===== src/rtl/first_fit_allocator_with_coalescing_unit_macros.svh =====
// Assertion helpers shared by the allocator modules.
// Each expects clk and arst_n in scope.
`ifndef FIRST_FIT_ALLOCATOR_WITH_COALESCING_UNIT_MACROS_SVH
`define FIRST_FIT_ALLOCATOR_WITH_COALESCING_UNIT_MACROS_SVH

// same-cycle implication
`define FFA_ASSERT_NOW(lbl, ante, cons, msg) \
	lbl: assert property (@(posedge clk) disable iff (!arst_n) (ante) |-> (cons)) \
		else $error(msg);

// next-cycle implication
`define FFA_ASSERT_NEXT(lbl, ante, cons, msg) \
	lbl: assert property (@(posedge clk) disable iff (!arst_n) (ante) |=> (cons)) \
		else $error(msg);

`endif


===== src/rtl/ffa_pkg.sv =====
package ffa_pkg;

	localparam int SIZE_W   = 16;
	localparam int STATUS_W = 2;
	localparam int PADDR_W  = 2;
	localparam int PDATA_W  = 32;

	localparam logic [SIZE_W-1:0] POOL_RESET = 16'd1000;

	localparam logic FUNC_ALLOC = 1'b0;
	localparam logic FUNC_FREE  = 1'b1;

	localparam logic [STATUS_W-1:0] ST_OK    = 2'd0;
	localparam logic [STATUS_W-1:0] ST_NOFIT = 2'd1;
	localparam logic [STATUS_W-1:0] ST_FULL  = 2'd2;

	typedef enum logic [1:0] {
		S_IDLE,
		S_SCAN,
		S_FLUSH,
		S_DONE
	} ffa_state_t;

	typedef struct packed {
		logic start;
		logic scan;
		logic flush;
		logic load;
	} ffa_cmd_t;

	typedef struct packed {
		logic scan_done;
	} ffa_sts_t;

endpackage


===== src/rtl/first_fit_allocator_with_coalescing_unit.sv =====
// Channel   Direction  Handshake             Word
// in        input      in_valid / in_ready   func, req_size, free_address
// out       output     out_valid / out_ready granted_address, status
// cfg       input      APB (psel, penable)   pool_size at every paddr, read back on prdata
//
// One request at a time: after an accept, the free-list scan reads the list through
// the single read port of the list RAM, one entry per cycle, then a flush/commit
// step and the result hand-off follow before the next accept.
// The list is kept in two RAM banks; each request streams the current bank into
// the other and flips banks only if the request succeeds, so failures leave the
// list untouched.
// Reset: no clearing pass. After reset or a pool_size write, the single block
// {0, pool_size} (none for a zero pool) is supplied from the register, not the RAM.
// Stalls: the result sits in an output register; the next word is accepted
// while it waits, and a later result holds in the done state until the slot drains.

module first_fit_allocator_with_coalescing_unit import ffa_pkg::*; #(
	parameter int MAX_BLOCKS = 16,
	parameter int ADDR_BITS  = 16
) (
	input  logic                 clk,
	input  logic                 arst_n,
	// request channel
	input  logic                 in_valid,
	output logic                 in_ready,
	input  logic                 func,
	input  logic [SIZE_W-1:0]    req_size,
	input  logic [SIZE_W-1:0]    free_address,
	// result channel
	output logic                 out_valid,
	input  logic                 out_ready,
	output logic [SIZE_W-1:0]    granted_address,
	output logic [STATUS_W-1:0]  status,
	// configuration port
	input  logic                 psel,
	input  logic                 penable,
	input  logic                 pwrite,
	input  logic [PADDR_W-1:0]   paddr,
	input  logic [PDATA_W-1:0]   pwdata,
	output logic [PDATA_W-1:0]   prdata,
	output logic                 pready
);

	localparam int RAW = $clog2(MAX_BLOCKS) + 1;
	localparam int EW  = 2 * ADDR_BITS;

	ffa_cmd_t          cmd;
	ffa_sts_t          sts;
	logic              cfg_we;
	logic [SIZE_W-1:0] pool_size;
	logic              ram_we, ram_re;
	logic [RAW-1:0]    ram_waddr, ram_raddr;
	logic [EW-1:0]     ram_wdata, ram_rdata;

	// single register: every address in the window decodes to pool_size
	assign pready = 1'b1;
	assign cfg_we = psel && penable && pwrite && pready && (paddr[PADDR_W-1:0] == '0 ||
		paddr[PADDR_W-1:0] != '0);
	assign prdata = {{(PDATA_W - SIZE_W){1'b0}}, pool_size};

	ffa_ctrl u_ctrl (
		.clk       (clk),
		.arst_n    (arst_n),
		.in_valid  (in_valid),
		.in_ready  (in_ready),
		.out_valid (out_valid),
		.out_ready (out_ready),
		.sts       (sts),
		.cmd       (cmd)
	);

	ffa_dp #(
		.MAX_BLOCKS (MAX_BLOCKS),
		.ADDR_BITS  (ADDR_BITS)
	) u_dp (
		.clk             (clk),
		.arst_n          (arst_n),
		.cmd             (cmd),
		.sts             (sts),
		.func            (func),
		.req_size        (req_size),
		.free_address    (free_address),
		.cfg_we          (cfg_we),
		.cfg_wdata       (pwdata[SIZE_W-1:0]),
		.pool_size       (pool_size),
		.ram_we          (ram_we),
		.ram_waddr       (ram_waddr),
		.ram_wdata       (ram_wdata),
		.ram_re          (ram_re),
		.ram_raddr       (ram_raddr),
		.ram_rdata       (ram_rdata),
		.granted_address (granted_address),
		.status          (status)
	);

	// two banks of start/length pairs, bank select in the address MSB
	ffa_ram #(
		.WIDTH (EW),
		.DEPTH (1 << RAW)
	) u_list_ram (
		.clk   (clk),
		.we    (ram_we),
		.waddr (ram_waddr),
		.wdata (ram_wdata),
		.re    (ram_re),
		.raddr (ram_raddr),
		.rdata (ram_rdata)
	);

endmodule


===== src/rtl/ffa_ram.sv =====
module ffa_ram #(
	parameter int WIDTH = 32,
	parameter int DEPTH = 32
) (
	input  logic                     clk,
	input  logic                     we,
	input  logic [$clog2(DEPTH)-1:0] waddr,
	input  logic [WIDTH-1:0]         wdata,
	input  logic                     re,
	input  logic [$clog2(DEPTH)-1:0] raddr,
	output logic [WIDTH-1:0]         rdata
);

	logic [WIDTH-1:0] mem_q [DEPTH];

	always_ff @(posedge clk) begin
		if (we) begin
			mem_q[waddr] <= wdata;
		end
		if (re) begin
			rdata <= mem_q[raddr];
		end
	end

endmodule


===== src/rtl/ffa_ctrl.sv =====
`include "first_fit_allocator_with_coalescing_unit_macros.svh"

module ffa_ctrl import ffa_pkg::*; (
	input  logic     clk,
	input  logic     arst_n,
	input  logic     in_valid,
	output logic     in_ready,
	output logic     out_valid,
	input  logic     out_ready,
	input  ffa_sts_t sts,
	output ffa_cmd_t cmd
);

	ffa_state_t state_q, state_d;
	logic       out_valid_q;

	always_ff @(posedge clk or negedge arst_n) begin
		if (!arst_n) begin
			state_q     <= S_IDLE;
			out_valid_q <= 1'b0;
		end else begin
			state_q <= state_d;
			if (cmd.load) begin
				out_valid_q <= 1'b1;
			end else if (out_ready) begin
				out_valid_q <= 1'b0;
			end
		end
	end

	always_comb begin
		state_d  = state_q;
		cmd      = '0;
		in_ready = 1'b0;
		unique case (state_q)
			S_IDLE: begin
				in_ready = 1'b1;
				if (in_valid) begin
					cmd.start = 1'b1;
					state_d   = S_SCAN;
				end
			end
			S_SCAN: begin
				cmd.scan = 1'b1;
				if (sts.scan_done) begin
					state_d = S_FLUSH;
				end
			end
			S_FLUSH: begin
				cmd.flush = 1'b1;
				state_d   = S_DONE;
			end
			S_DONE: begin
				// wait for the output register to drain
				if (!out_valid_q || out_ready) begin
					cmd.load = 1'b1;
					state_d  = S_IDLE;
				end
			end
			default: begin
				state_d = S_IDLE;
			end
		endcase
	end

	assign out_valid = out_valid_q;

	`FFA_ASSERT_NEXT(a_accept_scan, in_valid && in_ready, state_q == S_SCAN,
		"accepted word did not start a scan")
	`FFA_ASSERT_NOW(a_no_overwrite, cmd.load, !out_valid_q || out_ready,
		"pending result overwritten")
	`FFA_ASSERT_NOW(a_cmd_onehot, 1'b1,
		$onehot0({cmd.start, cmd.scan, cmd.flush, cmd.load}),
		"more than one datapath command")

endmodule


===== src/rtl/ffa_dp.sv =====
`include "first_fit_allocator_with_coalescing_unit_macros.svh"

module ffa_dp import ffa_pkg::*; #(
	parameter int MAX_BLOCKS = 16,
	parameter int ADDR_BITS  = 16
) (
	input  logic                                  clk,
	input  logic                                  arst_n,
	input  ffa_cmd_t                              cmd,
	output ffa_sts_t                              sts,
	input  logic                                  func,
	input  logic [SIZE_W-1:0]                     req_size,
	input  logic [SIZE_W-1:0]                     free_address,
	input  logic                                  cfg_we,
	input  logic [SIZE_W-1:0]                     cfg_wdata,
	output logic [SIZE_W-1:0]                     pool_size,
	output logic                                  ram_we,
	output logic [$clog2(MAX_BLOCKS):0]           ram_waddr,
	output logic [2*ADDR_BITS-1:0]                ram_wdata,
	output logic                                  ram_re,
	output logic [$clog2(MAX_BLOCKS):0]           ram_raddr,
	input  logic [2*ADDR_BITS-1:0]                ram_rdata,
	output logic [SIZE_W-1:0]                     granted_address,
	output logic [STATUS_W-1:0]                   status
);

	localparam int AW = ADDR_BITS;
	localparam int EW = 2 * ADDR_BITS;
	localparam int IW = $clog2(MAX_BLOCKS);
	localparam int CW = $clog2(MAX_BLOCKS + 1);
	localparam int WW = $clog2(MAX_BLOCKS + 2);

	// list state
	logic              bank_q;
	logic              fresh_q;   // list is the single restart block, held in pool_q
	logic [SIZE_W-1:0] pool_q;
	logic [CW-1:0]     cnt_q;

	// scan control
	logic [CW-1:0] rd_idx_q;
	logic          vld_s1;
	logic [WW-1:0] wr_idx_q;
	logic          found_q, brk_q, dly_q;

	// operand and result payload
	logic                func_q;
	logic [AW-1:0]       size_q, lo_q, hi_q, gnt_q;
	logic [EW-1:0]       carry_q;
	logic [SIZE_W-1:0]   res_gnt_q, out_gnt_q;
	logic [STATUS_W-1:0] res_sts_q, out_sts_q;

	logic [EW-1:0] ent, mrg_ent, wr_ent;
	logic [AW-1:0] st, ln, ent_end, mrg_len;
	logic          issue, wr_en, set_found, set_brk, set_dly, ld_carry, ld_hi, ld_lo;
	logic [WW-1:0] fin_cnt;
	logic          ok, commit;

	assign ent     = fresh_q ? {{AW{1'b0}}, AW'(pool_q)} : ram_rdata;
	assign st      = ent[EW-1:AW];
	assign ln      = ent[AW-1:0];
	assign ent_end = st + ln;
	assign mrg_len = hi_q - lo_q;
	assign mrg_ent = {lo_q, mrg_len};

	assign issue         = cmd.scan && (rd_idx_q < cnt_q);
	assign sts.scan_done = (rd_idx_q == cnt_q) && !vld_s1;

	always_comb begin
		wr_en     = 1'b0;
		wr_ent    = ent;
		set_found = 1'b0;
		set_brk   = 1'b0;
		set_dly   = 1'b0;
		ld_carry  = 1'b0;
		ld_hi     = 1'b0;
		ld_lo     = 1'b0;
		if (cmd.scan && vld_s1) begin
			if (func_q == FUNC_ALLOC) begin
				if (!found_q && (ln >= size_q)) begin
					// carve from the front; a used-up block is dropped
					set_found = 1'b1;
					wr_ent    = {st + size_q, ln - size_q};
					wr_en     = (ln != size_q);
				end else begin
					wr_en = 1'b1;
				end
			end else begin
				priority if (brk_q) begin
					// past the insert point: stream runs one entry behind, via carry_q, when a block went in
					wr_en    = 1'b1;
					wr_ent   = dly_q ? carry_q : ent;
					ld_carry = dly_q;
				end else if (st > hi_q) begin
					set_brk = 1'b1;
					wr_en   = 1'b1;
					if (mrg_len != '0) begin
						wr_ent   = mrg_ent;
						set_dly  = 1'b1;
						ld_carry = 1'b1;
					end
				end else if (st == hi_q) begin
					ld_hi = 1'b1;
				end else if (ent_end == lo_q) begin
					ld_lo = 1'b1;
				end else begin
					wr_en = 1'b1;
				end
			end
		end else if (cmd.flush && (func_q == FUNC_FREE)) begin
			if (brk_q) begin
				wr_en  = dly_q;
				wr_ent = carry_q;
			end else begin
				wr_en  = (mrg_len != '0);
				wr_ent = mrg_ent;
			end
		end
	end

	assign fin_cnt = wr_idx_q + WW'(wr_en);
	assign ok      = (func_q == FUNC_ALLOC) ? found_q : (fin_cnt <= WW'(MAX_BLOCKS));
	assign commit  = cmd.flush && ok;

	// new list goes into the other bank; the bank flips only on commit
	assign ram_we    = wr_en && (wr_idx_q < WW'(MAX_BLOCKS));
	assign ram_waddr = {~bank_q, wr_idx_q[IW-1:0]};
	assign ram_wdata = wr_ent;
	assign ram_re    = issue;
	assign ram_raddr = {bank_q, rd_idx_q[IW-1:0]};

	always_ff @(posedge clk or negedge arst_n) begin
		if (!arst_n) begin
			bank_q   <= 1'b0;
			fresh_q  <= 1'b1;
			pool_q   <= POOL_RESET;
			cnt_q    <= CW'(AW'(POOL_RESET) != {AW{1'b0}});
			rd_idx_q <= '0;
			vld_s1   <= 1'b0;
			wr_idx_q <= '0;
			found_q  <= 1'b0;
			brk_q    <= 1'b0;
			dly_q    <= 1'b0;
		end else begin
			if (cfg_we) begin
				pool_q  <= cfg_wdata;
				fresh_q <= 1'b1;
				cnt_q   <= CW'(AW'(cfg_wdata) != {AW{1'b0}});
			end else if (commit) begin
				bank_q  <= ~bank_q;
				fresh_q <= 1'b0;
				cnt_q   <= fin_cnt[CW-1:0];
			end
			if (cmd.start) begin
				rd_idx_q <= '0;
				vld_s1   <= 1'b0;
				wr_idx_q <= '0;
				found_q  <= 1'b0;
				brk_q    <= 1'b0;
				dly_q    <= 1'b0;
			end else begin
				vld_s1 <= issue;
				if (issue) begin
					rd_idx_q <= rd_idx_q + 1'b1;
				end
				if (wr_en) begin
					wr_idx_q <= fin_cnt;
				end
				if (set_found) begin
					found_q <= 1'b1;
				end
				if (set_brk) begin
					brk_q <= 1'b1;
					dly_q <= set_dly;
				end
			end
		end
	end

	always_ff @(posedge clk) begin
		if (cmd.start) begin
			func_q <= func;
			size_q <= AW'(req_size);
			lo_q   <= AW'(free_address);
			hi_q   <= AW'(free_address) + AW'(req_size);
		end else begin
			if (ld_hi) begin
				hi_q <= hi_q + ln;
			end
			if (ld_lo) begin
				lo_q <= st;
			end
		end
		if (set_found) begin
			gnt_q <= st;
		end
		if (ld_carry) begin
			carry_q <= ent;
		end
		if (cmd.flush) begin
			if (func_q == FUNC_ALLOC) begin
				res_gnt_q <= found_q ? SIZE_W'(gnt_q) : '0;
				res_sts_q <= found_q ? ST_OK : ST_NOFIT;
			end else begin
				res_gnt_q <= '0;
				res_sts_q <= ok ? ST_OK : ST_FULL;
			end
		end
		if (cmd.load) begin
			out_gnt_q <= res_gnt_q;
			out_sts_q <= res_sts_q;
		end
	end

	assign pool_size       = pool_q;
	assign granted_address = out_gnt_q;
	assign status          = out_sts_q;

	`FFA_ASSERT_NOW(a_cnt_range, 1'b1, cnt_q <= CW'(MAX_BLOCKS),
		"block count beyond capacity")
	`FFA_ASSERT_NOW(a_fresh_cnt, fresh_q, cnt_q <= CW'(1),
		"restart list holds more than one block")
	`FFA_ASSERT_NOW(a_wr_le_rd, cmd.scan && sts.scan_done, wr_idx_q <= WW'(rd_idx_q),
		"scan wrote more entries than it read")

endmodule


===== config.mk =====
export PLATFORM = sky130hd
export DESIGN_NAME = first_fit_allocator_with_coalescing_unit
export DESIGN_NICKNAME = d
export VERILOG_FILES = /design/src/rtl/ffa_pkg.sv /design/src/rtl/first_fit_allocator_with_coalescing_unit.sv /design/src/rtl/ffa_ram.sv /design/src/rtl/ffa_ctrl.sv /design/src/rtl/ffa_dp.sv
export VERILOG_INCLUDE_DIRS = /design/src /design/src/rtl
export SDC_FILE = /design/constraint.sdc
export NUM_CORES = 2
export LEC_CHECK = 0
export ABC_CLOCK_PERIOD_IN_PS = 9000
export BUFFER_PORTS_ARGS = -buffer_cell sky130_fd_sc_hd__buf_2
export CORE_UTILIZATION = 49
export CTS_BUF_LIST = sky130_fd_sc_hd__clkbuf_8
export DETAILED_ROUTE_END_ITERATION = 10
export PLACE_DENSITY = 0.7
export SYNTH_ARGS = -nofsm -noshare
export SYNTH_HDL_FRONTEND = slang
export SYNTH_SLANG_ARGS = --single-unit

===== constraint.sdc =====
create_clock -name clk -period 9 [get_ports clk]
set_input_delay 1.8 -clock clk [delete_from_list [all_inputs] [get_ports clk]]
set_output_delay 1.8 -clock clk [all_outputs]
set_load 0.05 [all_outputs]

# Word level (Yosys, flattened, before mapping)
# Memories as Yosys holds them, arrays and structs flattened. A register that Yosys moved wholly into a read port is not among the register bits.
# Index checks and enable logic that the tools add are counted.
# totals
register_bits	173
latchBits	0
mem_bits_rw	1024
rom_bits	0
in_bits	74
out_inout_bits	53
word_cells	163
memories	1
# mem_list
name	depth	width	rd	rd_ports_with_merged_regs	write_ports	line_no	rtl
u_list_ram.mem_q	32	32	1	1	1	ffa_ram.sv:14	logic [WIDTH-1:0] mem_q [DEPTH];
# op_classes
add_sub_neg	8
n_mul	0
div_mod_pow	0
magnitude_cmp	5
n_eq_ne	10
shifts	0
muxes	83
bitwise	3
n_reduce_logical	31
# ops
op	count
two-way mux 32 bit	10
adder 16 bit	4
two-way mux 16 bit	4
two-way mux 1 bit	57
== test 16 bit	2
nonzero test 16 bit	2
subtractor 16 bit	2
two-way mux 5 bit	6
nonzero test 2 bit	9
>= comparator 16 bit	1
greater-than comparator 16 bit	1
inequality test 16 bit	1
logical AND 1 bit	10
two-way mux 2 bit	5
one-hot mux 2 bit (4 select lines)	1
adder 5 x 1 -> 5 bit	1
adder 5 x 1 -> 5 bit, second input constant	1
== test 5 bit	1
less-or-equal comparator 5 bit, second input constant	1
less-than comparator 5 bit	1
less-than comparator 5 bit, second input constant	1
== test 2 bit, second input constant	2
zero test 2 bit	2
inequality test 2 bit, second input constant	2
other kinds (8)	13

# Logic depth before layout (Yosys ltp)
# logic_depth
ltp_word	15
depth_mapped	30
mapped_depth_nobuf	24

# Cells and area by module
# From an unflattened synthesis, not the netlist that was laid out.
# hier_totals
cells_unflattened	3906
hier_area_um2	55524.5
# by_module_without_submodules
mod	n_inst	cells_per_inst	area_each_um2	seq_area_each_um2
ffa_ram	1	2260	40812.9	31710.4
ffa_dp	1	1606	14338.8	4929.7
ffa_ctrl	1	20	231.5	75.1
first_fit_allocator_with_coalescing_unit	1	20	141.4	0.0

# Worst setup path after synthesis
# Ideal clock, no wire load.
# synth_path
kind	register to register
start	register u_dp.fresh_q
end	memory u_list_ram.mem_q[0][28] (data pin)
setup_ps	754
t_arrival_ps	7506
required_time_ps	8246
path_slack_ps	740
stages_incl_launch_ff	23
n_path_buf	6
synth_period_minus_slack_ps	8260
cell_sequence	dfstp_2 buf_2 buf_2 buf_2 buf_2 buf_1 clkbuf_1 nor2b_1 ha_1 inv_1 fa_1 nand4bb_1 o2111ai_1 maj3_1 a31oi_1 a211oi_1 maj3_1 a211o_1 a21oi_1 maj3_1 nand2b_1 a21oi_1 a2111oi_0
# synth_via
elab_chain_cells	6
word_cells_on_any_way	13
cone_classes	add/sub: 1; order compare: 2; mux: 9; reduce/logical: 1
# synth_rtl
item	line_no	rtl
from (decl)	ffa_dp.sv:35	logic fresh_q;
from (signal assigned)	ffa_dp.sv:134	fresh_q <= 1'b1;
from (signal assigned)	ffa_dp.sv:146	fresh_q <= 1'b1;
from (signal assigned)	ffa_dp.sv:150	fresh_q <= 1'b0;
two-way mux 32 bit *	ffa_dp.sv:58	assign ent = fresh_q ? {{AW{1'b0}}, AW'(pool_q)} : ram_rdata;
named net u_dp.ent[16]	ffa_dp.sv:52	logic [EW-1:0] ent, mrg_ent, wr_ent;
greater-than comparator 16 bit	ffa_dp.sv:93	end else if (st > hi_q) begin
two-way mux 32 bit	ffa_dp.sv:93	
two-way mux 32 bit	ffa_dp.sv:88	priority if (brk_q) begin
two-way mux 32 bit *	ffa_dp.sv:78	if (func_q == FUNC_ALLOC) begin
two-way mux 32 bit *	ffa_dp.sv:77	if (cmd.scan && vld_s1) begin
named net ram_wdata[28]	first_fit_allocator_with_coalescing_unit.sv:53	logic [EW-1:0] ram_wdata, ram_rdata;
to (decl)	ffa_ram.sv:14	
# Mark *: on every way through the listed nets, which the timed path passes. The rest lies on a longest branch.

# Worst setup path in the final report
# layout_path
start	register u_dp.fresh_q
end	register u_dp.cnt_q[1]
# layout_via
elab_chain_cells	14
word_cells_on_any_way	22
cone_classes	add/sub: 2; order compare: 3; eq/ne: 3; mux: 11; reduce/logical: 3
# layout_rtl
item	line_no	rtl
two-way mux 32 bit *	ffa_dp.sv:58	
named net u_dp.ent[19]	ffa_dp.sv:52	
adder 16 bit	ffa_dp.sv:61	assign ent_end = st + ln;
== test 16 bit	ffa_dp.sv:103	end else if (ent_end == lo_q) begin
two-way mux 1 bit	ffa_dp.sv:103	
two-way mux 1 bit	ffa_dp.sv:101	end else if (st == hi_q) begin
two-way mux 1 bit *	ffa_dp.sv:93	
two-way mux 1 bit *	ffa_dp.sv:88	
two-way mux 1 bit *	ffa_dp.sv:78	
two-way mux 1 bit *	ffa_dp.sv:77	
adder 5 x 1 -> 5 bit *	ffa_dp.sv:120	assign fin_cnt = wr_idx_q + WW'(wr_en);
less-or-equal comparator 5 bit	ffa_dp.sv:121	assign ok = (func_q == FUNC_ALLOC) ? found_q : (fin_cnt <= WW'(MAX_BLOCKS));
two-way mux 1 bit	ffa_dp.sv:121	
logical AND 1 bit	ffa_dp.sv:122	assign commit = cmd.flush && ok;
nonzero test 2 bit (no source line)	--	
to (signal assigned)	ffa_dp.sv:136	cnt_q <= CW'(AW'(POOL_RESET) != {AW{1'b0}});
to (signal assigned)	ffa_dp.sv:147	cnt_q <= CW'(AW'(cfg_wdata) != {AW{1'b0}});
to (signal assigned)	ffa_dp.sv:151	cnt_q <= fin_cnt[CW-1:0];
to (decl)	ffa_dp.sv:37	logic [CW-1:0] cnt_q;
# Mark *: on every way through the listed nets, which the timed path passes. The rest lies on a longest branch. The select of a mux whose other input is x is not followed.
# A chain may end at the register's enable or synchronous reset.

==> impl_metrics.env <==
export IMPL_status="complete, no violations"
export IMPL_synth_top_family_by_area="multiplexers"
export IMPL_crit_path_max_fanout=19
export IMPL_io_buffers=91
export IMPL_finalSetupTns_ns=0
export IMPL_cts_setup_buffers=0
export IMPL_ys_warn_count=0
export IMPL_antenna_found_initial=4
export IMPL_setup_viol=0
export IMPL_vdd_drop_max_mv=0.2312
export IMPL_dr_pass1_iters=7
export IMPL_grt_pass1_wl_um=203000
export IMPL_postCtsResizedCells=0
export IMPL_critical_path_class="register to register"
export IMPL_ctsHtreeMaxLevel=4
export IMPL_drv_cap=0
export IMPL_coreArea_sq_um=109000
export IMPL_gp_congestion=0.9442
export IMPL_syn_area_sq_um=53950
export IMPL_synth_main_ff_cell="edfxtp_1"
export IMPL_grt_max_degree=127
export IMPL_grt_overflow=0
export IMPL_p_leak_nw=20.11
export IMPL_internal_power_mw=12.80
export IMPL_nNetsFinal=3563
export IMPL_end_kind="register"
export IMPL_hold_buffers=0
export IMPL_die_h_um=333.8
export IMPL_yosys_area_share_simple_pct=4.790
export IMPL_die_w_um=333.8
export IMPL_start_kind="register"
export IMPL_seqPwrFrac_pct=41.1
export IMPL_fin_crit_sh_pct=81.17
export IMPL_clock_sinks=1229
export IMPL_finClkSkew_ns=0.06994
export IMPL_cts_tree="done"
export IMPL_worst_pin_slew_ns=1.334
export IMPL_maxSlewViolCount=0
export IMPL_yosysUniqueCellTypes=83
export IMPL_power_frac_comb_pct=37.3
export IMPL_maxSlewHeadroom_pct=11.04
export IMPL_first_global_vias=29914
export IMPL_syn_avg_cell_area_sq_um=17.07
export IMPL_powerDensity_nw_per_um2=334.0
export IMPL_dr_total_vias=30582
export IMPL_synth_edff_count=1189
export IMPL_wl_per_cell_um=28.41
export IMPL_fin_total_pwr_mw=20.10
export IMPL_drcViolationCount=0
export IMPL_root_buffer="clkbuf_8"
export IMPL_clk_latency_ns=0.90
export IMPL_min_delay_path_class="register to register"
export IMPL_io_pins=127
export IMPL_fin_cells=4962
export IMPL_initial_core_util_pct=49.49
export IMPL_via_per_inst=6.163
export IMPL_rsz0062_at_grt="false"
export IMPL_rows=121
export IMPL_p_clk_share_pct=21.6
export IMPL_sw_frac_of_total_pct=36.34
export IMPL_drt_total_wl_um=141000
export IMPL_synthXorXnorAreaFrac_pct=1.770
export IMPL_clockBufferDepth=3
export IMPL_ys_ff_latch=1229
export IMPL_synth_mux_area_share_pct=15.23
export IMPL_fp_dieArea_sq_um=111400
export IMPL_cts_made_buffers=191
export IMPL_grt_usage_pct=25.36
export IMPL_ys_seq_area_share_pct=68.06
export IMPL_syn2layout_area_growth_pct=11.56
export IMPL_synth_compound_area_share_pct=5.430
export IMPL_postSynthCellCount=3161
export IMPL_post_dp_hpwl_um=84990
export IMPL_async_reset_ff_share_pct=3.255
export IMPL_drive_above_1_share_pct=24.87
export IMPL_place_inst=4609
export IMPL_postRouteAntennaNets=0
export IMPL_power_switching_mw=7.305
export IMPL_fmax_ghz=0.1369
export IMPL_initialDrtViolationCount=3483
export IMPL_required_ns=9.72
export IMPL_finalHoldViolations=0
export IMPL_worstPathArrival_ns=8.03
export IMPL_min_period_ns=7.306
export IMPL_fill_cells=8394
export IMPL_synthAdderAreaFrac_pct=2.612
export IMPL_clk_pin_slew_worst_paths_ns=0.06
critical path: stages, from the launching register on:
cell and delay, ns:
dfstp_2 0.62, buf_4 0.26, inv_2 0.14, nand2_1 0.16
inv_1 0.19, ha_1 0.27, maj3_1 0.33, a21oi_1 0.33
nor2_1 0.08, a311oi_1 0.48, xnor2_1 0.17, o311ai_1 0.28
nand4_1 0.11, or4_1 0.69, and4_1 0.34, nor3_4 0.70
inv_1 0.11, ha_1 0.23, ha_1 0.32, or4_1 0.52
nand3_1 0.10, inv_1 0.06, nor3b_1 0.17, buf_4 0.20
mux2i_1 0.20, nor2_1 0.05
flip-flops by register name, indices dropped and copies added, names as in the netlist, 5 cells and up:
register,count
u_dp.granted_address,16
u_dp.hi_q,16
u_dp.pool_size,16
u_dp.wr_idx_q,5
u_dp.res_gnt_q,16
u_dp.lo_q,16
u_dp.carry_q,32
u_list_ram.rdata,32
u_dp.cnt_q,5
u_list_ram.mem_q,1024
u_dp.rd_idx_q,5
u_dp.gnt_q,16
u_dp.size_q,16
cells in the mapped netlist (11+ instances only):
master | n | area share, %
nor2_1 | 165 | 1.1
mux4_2 | 321 | 13
nand2b_1 | 24 | 0.28
a21oi_1 | 121 | 1.1
a211oi_1 | 22 | 0.31
o211ai_1 | 28 | 0.39
o22ai_1 | 14 | 0.16
o221ai_1 | 14 | 0.23
a21o_1 | 20 | 0.28
and2_1 | 23 | 0.27
xor2_1 | 37 | 0.60
ha_1 | 95 | 2.2
inv_1 | 105 | 0.73
o21ai_0 | 134 | 1.2
edfxtp_1 | 1189 | 66
buf_1 | 39 | 0.27
or3_1 | 14 | 0.16
nand2_1 | 188 | 1.3
mux2_2 | 45 | 0.94
nand3_1 | 19 | 0.18
nor3_1 | 30 | 0.28
nand4_1 | 15 | 0.17
clkbuf_1 | 100 | 0.70
xnor2_1 | 72 | 1.2
o21a_1 | 15 | 0.21
a21boi_0 | 11 | 0.15
dfrtp_1 | 32 | 1.5
mux2i_1 | 48 | 0.89
nor2b_1 | 22 | 0.26
buf_4 | 20 | 0.28
path summary, 6_finish.rpt:
path                                    start                       end  slack, ns  depth (start not counted)
min in group asynchronous              arst_n         u_dp.pool_size[4]       1.07                          1
min reg2reg                u_dp.res_gnt_q[14]  u_dp.granted_address[14]       0.41                          0
max in group asynchronous              arst_n          u_dp.rd_idx_q[3]       7.15                          1
max reg2reg                      u_dp.fresh_q             u_dp.cnt_q[1]       1.69                         25
max                              u_dp.fresh_q             u_dp.cnt_q[1]       1.69                         25
min                        u_dp.res_gnt_q[14]  u_dp.granted_address[14]       0.41                          0
cell families (layout without fill, tap and decap cells):
| kind of cell | after synthesis | in the layout |
|---|---|---|
| AND/OR/NAND/NOR | 553 | 553 |
| adder cells (fa/ha/maj) | 111 | 111 |
| XOR/XNOR | 109 | 109 |
| multiplexers | 414 | 414 |
| AO/OA/AOI/OAI | 465 | 465 |
| flip-flops | 1229 | 1229 |
| other | 2 | 18 |
| buffers and inverters | 278 | 649 |
power groups by stage:
stage	combinational [mW]	clock, mW	sequential, mW
CTS	7.44	4.42	8.25
floorplan	5.02	0	8.31
global route	8.03	4.66	8.29
global placement	7.32	0	8.36
detailed placement	7.41	0	8.37
finish	7.49	4.35	8.26
cell usage in the layout, fill, tap and decap left out, types with 48 or more instances in the layout:
cell / netlist / layout
edfxtp_1: 1189 / 1189
mux4_2: 321 / 321
clkbuf_8: 0 / 195
nand2_1: 188 / 188
inv_1: 105 / 170
nor2_1: 165 / 140
o21ai_0: 134 / 124
a21oi_1: 121 / 119
ha_1: 95 / 95
buf_4: 20 / 95
buf_2: 9 / 91
xnor2_1: 72 / 72
clkinv_1: 3 / 53
mux2i_1: 48 / 48
metrics by stage:
| stage | area, sq um | utilization, % | worst slack [ns] | hold slack, ns |
|---|---|---|---|---|
| after floorplan | 54000 | - | 0.7401 | 0.4003 |
| after global placement | 56650 | 51.97 | 1.924 | 0.4043 |
| after detailed placement | 56650 | 51.97 | 1.847 | 0.4045 |
| after CTS | 60180 | 55.21 | 1.812 | 0.4184 |
| after global routing | 60180 | 55.21 | 1.386 | 0.4254 |
| final | 60180 | 55.21 | 1.694 | 0.4111 |
layout make-up:
cell class | count | area [sq um] | area share (%)
Clock inverter | 157 | 843.3 | 1.401
Antenna cell | 1 | 2.502 | 0.004158
Inverter | 110 | 412.9 | 0.6861
Clock buffer | 195 | 2684 | 4.460
Multi-Input combinational cell | 1669 | 16540 | 27.49
Tap cell | 1414 | 1769 | 2.940
Timing Repair Buffer | 187 | 1189 | 1.975
Sequential cell | 1229 | 36730 | 61.04
per-layer routing:
metal  up-vias  GRT usage [%]  part of all wire (%)
met5         -              0                 0.019
met4         4          9.086                   3.3
met3       255          4.772                   8.3
met2      1476          41.36                    49
met1     15752          34.22                    40
li1      13095              -                     -
Power figures use the tool's default switching activity.
